### config.mk
export PLATFORM = sky130hd
export DESIGN_NAME = ubx_frame_parser_core
export DESIGN_NICKNAME = d
export VERILOG_FILES = /design/src/rtl/ubx_pkg.sv /design/src/rtl/ubx_cfg_regs.sv /design/src/rtl/ubx_frame_fsm.sv /design/src/rtl/ubx_result_reg.sv /design/src/rtl/ubx_frame_parser_core.sv
export SDC_FILE = /design/constraint.sdc
export NUM_CORES = 1
export LEC_CHECK = 0
export BUFFER_PORTS_ARGS = -buffer_cell sky130_fd_sc_hd__clkbuf_2
export CAP_MARGIN = 0
export CORE_MARGIN = 8
export CORE_UTILIZATION = 30
export DETAILED_ROUTE_END_ITERATION = 8
export GPL_TIMING_DRIVEN = 0
export HOLD_SLACK_MARGIN = 0.1
export PLACE_DENSITY = 0.48
export SYNTH_ARGS = -nofsm -noshare
export SYNTH_HDL_FRONTEND = slang
export SYNTH_SLANG_ARGS = --single-unit
### constraint.sdc
create_clock -name clk_i -period 3.9 [get_ports clk_i]
set_input_delay 0.39 -clock clk_i [delete_from_list [all_inputs] [get_ports clk_i]]
set_output_delay 0.39 -clock clk_i [all_outputs]
set_load 0.02 [all_outputs]
### src/rtl/ubx_pkg.sv
// ubx_pkg: shared types and constants of the navigation frame parser
// parse phases, register indexes, watch configuration and result item layout
// no dependencies

package ubx_pkg;

  // sync pair that opens every frame
  localparam logic [7:0] SyncFirst  = 8'hB5;
  localparam logic [7:0] SyncSecond = 8'h62;

  // configuration port geometry
  localparam int unsigned CfgIdxW  = 3;
  localparam int unsigned CfgDataW = 8;

  // reset values of the watch registers
  localparam logic [7:0] WatchClassRst  = 8'h01;
  localparam logic [7:0] WatchIdFirstRst  = 8'h07;
  localparam logic [7:0] WatchIdSecondRst = 8'h12;
  localparam logic [7:0] WatchIdThirdRst  = 8'h09;

  // all three watched messages seen
  localparam logic [2:0] SeenAll = 3'b111;

  // parser phases
  typedef enum logic [3:0] {
    PhSync1   = 4'd0,
    PhSync2   = 4'd1,
    PhClass   = 4'd2,
    PhId      = 4'd3,
    PhLenLo   = 4'd4,
    PhLenHi   = 4'd5,
    PhPayload = 4'd6,
    PhCkA     = 4'd7,
    PhCkB     = 4'd8
  } phase_e;

  // register indexes of the configuration port
  typedef enum logic [CfgIdxW-1:0] {
    CfgWatchClass    = 3'd0,
    CfgWatchIdFirst  = 3'd1,
    CfgWatchIdSecond = 3'd2,
    CfgWatchIdThird  = 3'd3
  } cfg_idx_e;

  // which watched message a frame matched
  typedef enum logic [1:0] {
    KindOther  = 2'd0,
    KindFirst  = 2'd1,
    KindSecond = 2'd2,
    KindThird  = 2'd3
  } kind_e;

  typedef struct packed {
    logic [7:0] watch_class;
    logic [7:0] watch_id_first;
    logic [7:0] watch_id_second;
    logic [7:0] watch_id_third;
  } watch_cfg_t;

  typedef struct packed {
    logic [7:0]  frame_class;
    logic [7:0]  frame_id;
    logic [15:0] frame_length;
    logic        frame_status;
    kind_e       message_kind;
    logic        set_complete;
  } result_t;

endpackage

### src/rtl/ubx_cfg_regs.sv
// ubx_cfg_regs: watch class and id registers behind the plain write port
// depends on ubx_pkg for register indexes, reset values and watch_cfg_t

module ubx_cfg_regs (
  input  logic                          clk_i,
  input  logic                          rst_ni,
  input  logic                          cfg_we_i,
  input  logic [ubx_pkg::CfgIdxW-1:0]   cfg_index_i,
  input  logic [ubx_pkg::CfgDataW-1:0]  cfg_data_i,
  output ubx_pkg::watch_cfg_t           cfg_o
);

  ubx_pkg::watch_cfg_t cfg_q, cfg_d;

  // register decode, unknown indexes are dropped
  always_comb begin
    cfg_d = cfg_q;
    if (cfg_we_i) begin
      case (ubx_pkg::cfg_idx_e'(cfg_index_i))
        ubx_pkg::CfgWatchClass:    cfg_d.watch_class     = cfg_data_i;
        ubx_pkg::CfgWatchIdFirst:  cfg_d.watch_id_first  = cfg_data_i;
        ubx_pkg::CfgWatchIdSecond: cfg_d.watch_id_second = cfg_data_i;
        ubx_pkg::CfgWatchIdThird:  cfg_d.watch_id_third  = cfg_data_i;
        default: ;
      endcase
    end
  end

  always_ff @(posedge clk_i or negedge rst_ni) begin
    if (!rst_ni) begin
      cfg_q.watch_class     <= ubx_pkg::WatchClassRst;
      cfg_q.watch_id_first  <= ubx_pkg::WatchIdFirstRst;
      cfg_q.watch_id_second <= ubx_pkg::WatchIdSecondRst;
      cfg_q.watch_id_third  <= ubx_pkg::WatchIdThirdRst;
    end else begin
      cfg_q <= cfg_d;
    end
  end

  assign cfg_o = cfg_q;

endmodule

### src/rtl/ubx_frame_fsm.sv
// ubx_frame_fsm: frame state machine, fletcher sums and watched-set tracking
// depends on ubx_pkg for phases, sync bytes, watch_cfg_t and result_t

module ubx_frame_fsm (
  input  logic                clk_i,
  input  logic                rst_ni,
  input  logic                byte_accept_i,
  input  logic [7:0]          rx_byte_i,
  input  ubx_pkg::watch_cfg_t cfg_i,
  output logic                at_frame_end_o,
  output logic                res_valid_o,
  output ubx_pkg::result_t    res_o
);

  ubx_pkg::phase_e phase_q, phase_d;
  logic [7:0]  held_class_q, held_class_d;
  logic [7:0]  held_id_q, held_id_d;
  logic [15:0] held_length_q, held_length_d;
  logic [15:0] bytes_left_q, bytes_left_d;
  logic [7:0]  sum_a_q, sum_a_d;
  logic [7:0]  sum_b_q, sum_b_d;
  logic [7:0]  rx_sum_a_q, rx_sum_a_d;
  logic [2:0]  seen_q, seen_d;

  logic [7:0]      sum_a_inc, sum_b_inc;
  logic [15:0]     len_full;
  logic            good;
  ubx_pkg::kind_e  kind;
  logic [2:0]      seen_upd;

  // running fletcher sums with the current item folded in
  assign sum_a_inc = sum_a_q + rx_byte_i;
  assign sum_b_inc = sum_b_q + sum_a_inc;
  assign len_full  = {rx_byte_i, held_length_q[7:0]};

  // checksum compare and watched message match, first position wins
  always_comb begin
    good = (rx_sum_a_q == sum_a_q) && (rx_byte_i == sum_b_q);
    kind = ubx_pkg::KindOther;
    if (good && (held_class_q == cfg_i.watch_class)) begin
      if (held_id_q == cfg_i.watch_id_first) begin
        kind = ubx_pkg::KindFirst;
      end else if (held_id_q == cfg_i.watch_id_second) begin
        kind = ubx_pkg::KindSecond;
      end else if (held_id_q == cfg_i.watch_id_third) begin
        kind = ubx_pkg::KindThird;
      end
    end
    case (kind)
      ubx_pkg::KindFirst:  seen_upd = seen_q | 3'b001;
      ubx_pkg::KindSecond: seen_upd = seen_q | 3'b010;
      ubx_pkg::KindThird:  seen_upd = seen_q | 3'b100;
      default:             seen_upd = seen_q;
    endcase
  end

  // next state and result
  always_comb begin
    phase_d       = phase_q;
    held_class_d  = held_class_q;
    held_id_d     = held_id_q;
    held_length_d = held_length_q;
    bytes_left_d  = bytes_left_q;
    sum_a_d       = sum_a_q;
    sum_b_d       = sum_b_q;
    rx_sum_a_d    = rx_sum_a_q;
    seen_d        = seen_q;
    res_valid_o   = 1'b0;
    res_o.frame_class  = held_class_q;
    res_o.frame_id     = held_id_q;
    res_o.frame_length = held_length_q;
    res_o.frame_status = ~good;
    res_o.message_kind = kind;
    res_o.set_complete = 1'b0;
    if (byte_accept_i) begin
      case (phase_q)
        ubx_pkg::PhSync2: begin
          if (rx_byte_i == ubx_pkg::SyncSecond) begin
            phase_d = ubx_pkg::PhClass;
            sum_a_d = '0;
            sum_b_d = '0;
          end else if (rx_byte_i != ubx_pkg::SyncFirst) begin
            phase_d = ubx_pkg::PhSync1;
          end
        end
        ubx_pkg::PhClass: begin
          held_class_d = rx_byte_i;
          sum_a_d      = sum_a_inc;
          sum_b_d      = sum_b_inc;
          phase_d      = ubx_pkg::PhId;
        end
        ubx_pkg::PhId: begin
          held_id_d = rx_byte_i;
          sum_a_d   = sum_a_inc;
          sum_b_d   = sum_b_inc;
          phase_d   = ubx_pkg::PhLenLo;
        end
        ubx_pkg::PhLenLo: begin
          held_length_d = {8'h00, rx_byte_i};
          sum_a_d       = sum_a_inc;
          sum_b_d       = sum_b_inc;
          phase_d       = ubx_pkg::PhLenHi;
        end
        ubx_pkg::PhLenHi: begin
          held_length_d = len_full;
          bytes_left_d  = len_full;
          sum_a_d       = sum_a_inc;
          sum_b_d       = sum_b_inc;
          phase_d       = (len_full == 16'd0) ? ubx_pkg::PhCkA : ubx_pkg::PhPayload;
        end
        ubx_pkg::PhPayload: begin
          sum_a_d      = sum_a_inc;
          sum_b_d      = sum_b_inc;
          bytes_left_d = bytes_left_q - 16'd1;
          if (bytes_left_q == 16'd1) begin
            phase_d = ubx_pkg::PhCkA;
          end
        end
        ubx_pkg::PhCkA: begin
          rx_sum_a_d = rx_byte_i;
          phase_d    = ubx_pkg::PhCkB;
        end
        ubx_pkg::PhCkB: begin
          res_valid_o = 1'b1;
          seen_d      = seen_upd;
          if (seen_upd == ubx_pkg::SeenAll) begin
            res_o.set_complete = 1'b1;
            seen_d             = '0;
          end
          phase_d = ubx_pkg::PhSync1;
        end
        // hunting, unknown codes hunt too
        default: begin
          phase_d = (rx_byte_i == ubx_pkg::SyncFirst) ? ubx_pkg::PhSync2
                                                      : ubx_pkg::PhSync1;
        end
      endcase
    end
  end

  always_ff @(posedge clk_i or negedge rst_ni) begin
    if (!rst_ni) begin
      phase_q       <= ubx_pkg::PhSync1;
      held_class_q  <= '0;
      held_id_q     <= '0;
      held_length_q <= '0;
      bytes_left_q  <= '0;
      sum_a_q       <= '0;
      sum_b_q       <= '0;
      rx_sum_a_q    <= '0;
      seen_q        <= '0;
    end else begin
      phase_q       <= phase_d;
      held_class_q  <= held_class_d;
      held_id_q     <= held_id_d;
      held_length_q <= held_length_d;
      bytes_left_q  <= bytes_left_d;
      sum_a_q       <= sum_a_d;
      sum_b_q       <= sum_b_d;
      rx_sum_a_q    <= rx_sum_a_d;
      seen_q        <= seen_d;
    end
  end

  assign at_frame_end_o = (phase_q == ubx_pkg::PhCkB);

`ifndef SYNTH
  // payload phase always has bytes still to come
  a_payload_left: assert property (@(posedge clk_i) disable iff (!rst_ni)
    (phase_q == ubx_pkg::PhPayload) |-> (bytes_left_q != 16'd0))
    else $error("payload phase with no bytes left");

  // the mask is cleared as soon as it fills
  a_seen_never_full: assert property (@(posedge clk_i) disable iff (!rst_ni)
    seen_q != ubx_pkg::SeenAll)
    else $error("seen mask left full");

  // a frame end always returns to hunting
  a_end_resync: assert property (@(posedge clk_i) disable iff (!rst_ni)
    (byte_accept_i && at_frame_end_o) |=> (phase_q == ubx_pkg::PhSync1))
    else $error("no resync after frame end");

  // a completed set only comes with a good watched frame
  a_complete_good: assert property (@(posedge clk_i) disable iff (!rst_ni)
    (res_valid_o && res_o.set_complete) |->
      (!res_o.frame_status && (res_o.message_kind != ubx_pkg::KindOther)))
    else $error("set complete on bad or unwatched frame");
`endif

endmodule

### src/rtl/ubx_result_reg.sv
// ubx_result_reg: output register holding one result item for the receiver
// depends on ubx_pkg for result_t

module ubx_result_reg (
  input  logic             clk_i,
  input  logic             rst_ni,
  input  logic             load_i,
  input  ubx_pkg::result_t data_i,
  input  logic             out_ready_i,
  output logic             out_valid_o,
  output ubx_pkg::result_t data_o
);

  logic             valid_q, valid_d;
  ubx_pkg::result_t data_q;

  // valid sets on load, clears when taken without a new load
  always_comb begin
    valid_d = valid_q;
    if (load_i) begin
      valid_d = 1'b1;
    end else if (out_ready_i) begin
      valid_d = 1'b0;
    end
  end

  always_ff @(posedge clk_i or negedge rst_ni) begin
    if (!rst_ni) begin
      valid_q <= 1'b0;
    end else begin
      valid_q <= valid_d;
    end
  end

  // payload, no reset
  always_ff @(posedge clk_i) begin
    if (load_i) begin
      data_q <= data_i;
    end
  end

  assign out_valid_o = valid_q;
  assign data_o      = data_q;

`ifndef SYNTH
  // never overwrite a result that is still waiting
  a_no_overwrite: assert property (@(posedge clk_i) disable iff (!rst_ni)
    load_i |-> (!valid_q || out_ready_i))
    else $error("pending result overwritten");
`endif

endmodule

### src/rtl/ubx_frame_parser_core.sv
// ubx_frame_parser_core: top level of the binary navigation frame parser
// depends on ubx_pkg, ubx_cfg_regs, ubx_frame_fsm and ubx_result_reg
//
// usage:
//   input channel  in_valid_i / in_ready_o carries one received byte per item
//   output channel out_valid_o / out_ready_i carries one frame report per
//   completed frame (class, id, length, checksum status, watched kind, set flag)
//   config port    cfg_we_i / cfg_index_i / cfg_data_i writes the watch class
//   and three watch ids, one register per cycle, no read-back
// throughput: one byte per cycle unless stalled; the frame state machine and
//   fletcher sums update in the cycle the byte is taken
// output: a report appears on the output in the cycle after the second checksum
//   byte is accepted, from a single output register
// stall: while the report register is full and not being taken, bytes that
//   finish no frame are still accepted; only a second checksum byte waits
// reset: parser hunts for the first sync byte, sums and watched mask cleared,
//   watch registers return to their defaults, output empty

module ubx_frame_parser_core (
  input  logic                          clk_i,
  input  logic                          rst_ni,
  input  logic                          cfg_we_i,
  input  logic [ubx_pkg::CfgIdxW-1:0]   cfg_index_i,
  input  logic [ubx_pkg::CfgDataW-1:0]  cfg_data_i,
  input  logic                          in_valid_i,
  output logic                          in_ready_o,
  input  logic [7:0]                    rx_byte_i,
  output logic                          out_valid_o,
  input  logic                          out_ready_i,
  output logic [7:0]                    frame_class_o,
  output logic [7:0]                    frame_id_o,
  output logic [15:0]                   frame_length_o,
  output logic                          frame_status_o,
  output logic [1:0]                    message_kind_o,
  output logic                          set_complete_o
);

  ubx_pkg::watch_cfg_t cfg;
  ubx_pkg::result_t    res, res_out;
  logic                res_valid;
  logic                at_frame_end;
  logic                byte_accept;

  ubx_cfg_regs u_cfg (
    .clk_i      (clk_i),
    .rst_ni     (rst_ni),
    .cfg_we_i   (cfg_we_i),
    .cfg_index_i(cfg_index_i),
    .cfg_data_i (cfg_data_i),
    .cfg_o      (cfg)
  );

  // a frame-ending byte needs room in the output register
  assign in_ready_o  = !at_frame_end || !out_valid_o || out_ready_i;
  assign byte_accept = in_valid_i && in_ready_o;

  ubx_frame_fsm u_fsm (
    .clk_i         (clk_i),
    .rst_ni        (rst_ni),
    .byte_accept_i (byte_accept),
    .rx_byte_i     (rx_byte_i),
    .cfg_i         (cfg),
    .at_frame_end_o(at_frame_end),
    .res_valid_o   (res_valid),
    .res_o         (res)
  );

  ubx_result_reg u_res (
    .clk_i      (clk_i),
    .rst_ni     (rst_ni),
    .load_i     (res_valid),
    .data_i     (res),
    .out_ready_i(out_ready_i),
    .out_valid_o(out_valid_o),
    .data_o     (res_out)
  );

  // unpack the report onto its ports
  assign frame_class_o  = res_out.frame_class;
  assign frame_id_o     = res_out.frame_id;
  assign frame_length_o = res_out.frame_length;
  assign frame_status_o = res_out.frame_status;
  assign message_kind_o = res_out.message_kind;
  assign set_complete_o = res_out.set_complete;

endmodule
==> metrics.yaml <==
logic_synthesis:
  async_flop_share_pct: 75.68
  syn_inst: 593
  synthMuxAreaShare_pct: 10.43
  netlist_area_mm2: 0.007201
  synth_top_family_by_area: "simple AND/OR/NAND/NOR gates"
  yosys_most_used_dff: "dfrtp_1"
  ys_types: 69
  synth_seq_area_share_pct: 54.07
  synth-seq-cells: 148
  synth_fa_ha_area_share_pct: 3.336
  synthSimpleGateAreaFrac_pct: 11.29
  syn_nets: 635
  synth_xor_area_share_pct: 6.811
  synth-edff-count: 36
  avgSynthCellArea_um2: 12.14
  ys_warn_count: 0
  synth_compound_gate_area_share_pct: 11.26
clocking:
  cts_tree: "yes"
  clk_path_buf_depth: 2
  clock_sinks: 148
  post_cts_buffers: 0
  htreeDepth: 4
  clk_latency_ns: 0.42
  numCtsBuffers: 17
  path_clk_slew_ns: 0.06
  cts-root-buf: "clkbuf_16"
  cts_resized: 0
global_routing:
  grt_pass1_wl_mm: 28.75
  grt.overflow.total: 0
  grt_pass1_vias: 5143
  grt.total_usage_pct: 12.67
  grt_busiest_layer: "met2"
  met3_usage_pct: 2.650
  use_met1_pct: 17.50
  grt_max_degree: 113
  grt_antenna_before_repair: 0
  grt_use_met2_pct: 19.42
die:
  core_area_mm2: 0.02354
  ios: 62
  initial_core_util_pct: 30.59
  die_w_um: 170.9
  rows: 56
  die_h_um: 170.9
  fp.dieArea_mm2: 0.02922
layout:
  area_growth_pct: 19.20
  drive_above_1_share_pct: 28.24
  ff_latch_area_mm2: 0.003894
  n_antenna_cell: 0
  nFillCells: 2345
  final_util_pct: 36.46
  multi_input_area_mm2: 0.003105
  nets: 716
timing:
  finalSetupViolCount: 0
  fmaxAchievable_mhz: 312.4
  finalCriticalPeriod_ns: 3.201
  tightest_slew_ns: 0.9695
  fin_ws_ns: 0.6992
  rsz0062_at_grt: "false"
  drv_slew: 0
  slew_headroom_pct: 35.20
  fin_crit_sh_pct: 82.07
  final.setup_skew_ns: 0.008247
  final-hold-violation-count: 0
  setup-tns-final_ns: 0
setup_path:
  cp_slowest_stage_delay_ns: 0.42
  reg2reg_to: "u_fsm.sum_b_q[7]$_DFFE_PN0P_"
  crit_required_ns: 4.24
  path_buf_inv: 0
  start_kind: "register"
  crit_chain: "ha_1, fa_1, a21o_1, a21oi_1, xnor2_1, ha_1, nand3_1, o211ai_1, o41ai_1, o21ai_0, and2_1, o22ai_1"
  worstSetupPathType: "register to register"
  crit_arrival_ns: 3.54
  reg2reg_from: "u_fsm.sum_a_q[0]$_DFFE_PN0P_"
  rr_worst_depth: 12
  path_common_cell: "ha_1"
  critPathCaptureType: "register"
  critPathTopFamily: "compound AO/OA/AOI/OAI gates"
  critPathSlowestCell: "dfrtp_1"
  cp_max_fo: 5
  rrSetupSlack_ns: 0.70
worst_hold_path:
  worstHoldStart: "cfg_data_i[5]"
  min_to: "u_cfg.cfg_o[5]$_DFFE_PN0P_"
  hold_class: "input pin to register"
  worstHoldPathCells: 2
routing:
  via_per_inst: 4.917
  wirelength_mm: 17.72
  wl_per_cell_um: 17.62
  vias: 4947
  antenna_left: 0
  drc_errors: 0
  drt_iter0_drc: 293
  first_pass_iters: 5
place:
  io_buffers: 60
  pre_cts_slack_ns: 0.5959
  place_congestion: 0.8257
  dp_hpwl_mm: 12.89
job:
  cap_viol_max_count: 0
outcome:
  status: "completed"
pwr:
  power_density_mw_per_mm2: 585.1
  power_leakage_nw: 3.701
  ir_drop_v: 0.0002421
==> sequential cells by signal (all words and copies together) (netlist names) <==
signal               flops
u_res.data_o            36
u_fsm.sum_b_q            8
u_fsm.rx_sum_a_q         8
u_fsm.sum_a_q            8
u_fsm.phase_q            4
u_res.out_valid_o        1
u_fsm.seen_q             3
u_fsm.held_class_q       8
u_fsm.bytes_left_q      16
u_cfg.cfg_o             32
u_fsm.held_length_q     16
u_fsm.held_id_q          8
==> cells in the mapped netlist, types with 2 or more instances <==
| cell | n | area, um^2 |
|---|---|---|
| dfrtp_1 | 104 | 2603 |
| mux2_2 | 56 | 630.6 |
| edfxtp_1 | 36 | 1081 |
| nor2_1 | 31 | 116.4 |
| xnor2_1 | 29 | 254.0 |
| a21oi_1 | 27 | 135.1 |
| o21ai_0 | 27 | 135.1 |
| xor2_1 | 27 | 236.5 |
| nand2_1 | 24 | 90.09 |
| inv_1 | 18 | 67.56 |
| a22o_1 | 17 | 148.9 |
| ha_1 | 16 | 200.2 |
| nor3_1 | 16 | 80.08 |
| nand4_1 | 12 | 75.07 |
| clkbuf_1 | 11 | 41.29 |
| nor4_1 | 10 | 62.56 |
| nand3_1 | 9 | 45.04 |
| buf_2 | 8 | 40.04 |
| dfstp_2 | 8 | 210.2 |
| mux2_4 | 8 | 120.1 |
| nor2b_1 | 7 | 43.79 |
| or2_2 | 5 | 31.28 |
| or3_1 | 5 | 31.28 |
| a21o_1 | 4 | 30.03 |
| buf_6 | 4 | 45.04 |
| nand2b_1 | 4 | 25.02 |
| o21ai_1 | 4 | 20.02 |
| o31ai_1 | 4 | 30.03 |
| a22oi_1 | 3 | 22.52 |
| a32oi_1 | 3 | 26.28 |
| and2_1 | 3 | 18.77 |
| nand4b_1 | 3 | 26.28 |
| o211ai_1 | 3 | 22.52 |
| o21a_1 | 3 | 22.52 |
| o21bai_1 | 3 | 22.52 |
| o22ai_1 | 3 | 18.77 |
| a211oi_1 | 2 | 15.01 |
| fa_1 | 2 | 40.04 |
| nor4bb_1 | 2 | 20.02 |
| o41ai_1 | 2 | 17.52 |
| or4_4 | 2 | 22.52 |
==> cells by family (layout without fill, tap and decap cells) <==
family                   after synthesis  after routing
adder cells (fa/ha/maj)               18             18
AND/OR/NAND/NOR                      146            146
flip-flops                           148            148
multiplexers                          64             64
buffers and inverters                 42            136
XOR/XNOR                              56             56
AO/OA/AOI/OAI                        119            119
==> worst max path at each step <==
stage | from | to | cells after the start
after floorplan | rx_byte_i[0] | u_fsm.sum_b_q[7]$_DFFE_PN0P_ | 14
after global placement | rx_byte_i[0] | u_fsm.sum_b_q[7]$_DFFE_PN0P_ | 13
after detailed placement | rx_byte_i[0] | u_fsm.sum_b_q[7]$_DFFE_PN0P_ | 13
after CTS | u_fsm.sum_a_q[0]$_DFFE_PN0P_ | u_fsm.sum_b_q[7]$_DFFE_PN0P_ | 12
after global routing | u_fsm.sum_a_q[0]$_DFFE_PN0P_ | u_fsm.sum_b_q[7]$_DFFE_PN0P_ | 14
final | u_fsm.sum_a_q[0]$_DFFE_PN0P_ | u_fsm.sum_b_q[7]$_DFFE_PN0P_ | 12
==> metrics by stage <==
stage               hold WS [ns]  area (um^2)  std cells  power, mW
finish                    0.2755         8583       1006      5.022
global route              0.2747         8583       1006      5.299
CTS                       0.2670         8583       1006      5.064
detailed placement        0.4441         7936        973      3.276
global placement          0.4463         7900        972      3.232
floorplan                0.09441         7201        593      2.930
==> timing repair <==
action	in CTS	in global routing
endpoints found under the hold margin	96	0
setup endpoints to repair	0	0
hold buffers	1	0
==> where the power goes <==
part           switching (mW)  total (mW)  internal, mW
Combinational           0.570        1.12         0.548
Sequential              0.263        2.13          1.86
Clock                   0.644        1.78          1.13
Total                    1.48        5.02          3.54
==> layout make-up <==
cell class	instances	area share [%]
flip-flops and latches	148	45.36
multi-input cells	403	36.18
clock buffers	18	5.000
well taps	319	4.650
repair buffers	62	4.038
clock inverters	14	2.420
plain buffers	24	1.560
inverters	18	0.7872
==> metal layers <==
layer	up-vias	share of wire, %
met4	0	1.5
li1	2332	-
met2	128	45
met5	-	0
met1	2466	48
met3	21	4.9
==> cell usage in the layout, fill, tap and decap left out, drive strengths merged, types with 4 or more instances in the layout <==
master	synthesis	layout
or3	5	5
o21ai	31	31
or2	6	6
a21oi	28	28
a22o	17	17
dfstp	8	8
nor4	11	11
and2	4	4
nand2	24	24
bufinv	0	5
ha	16	16
xor2	27	27
nand2b	4	4
xnor2	29	29
a21o	4	4
inv	18	20
o31ai	5	5
nor2b	7	7
mux2	64	64
buf	13	14
nand3	10	10
nor2	33	33
nor3	17	17
edfxtp	36	36
clkinv	0	4
nand4	12	12
clkbuf	11	89
dfrtp	104	104
Power figures use the tool's default switching activity.
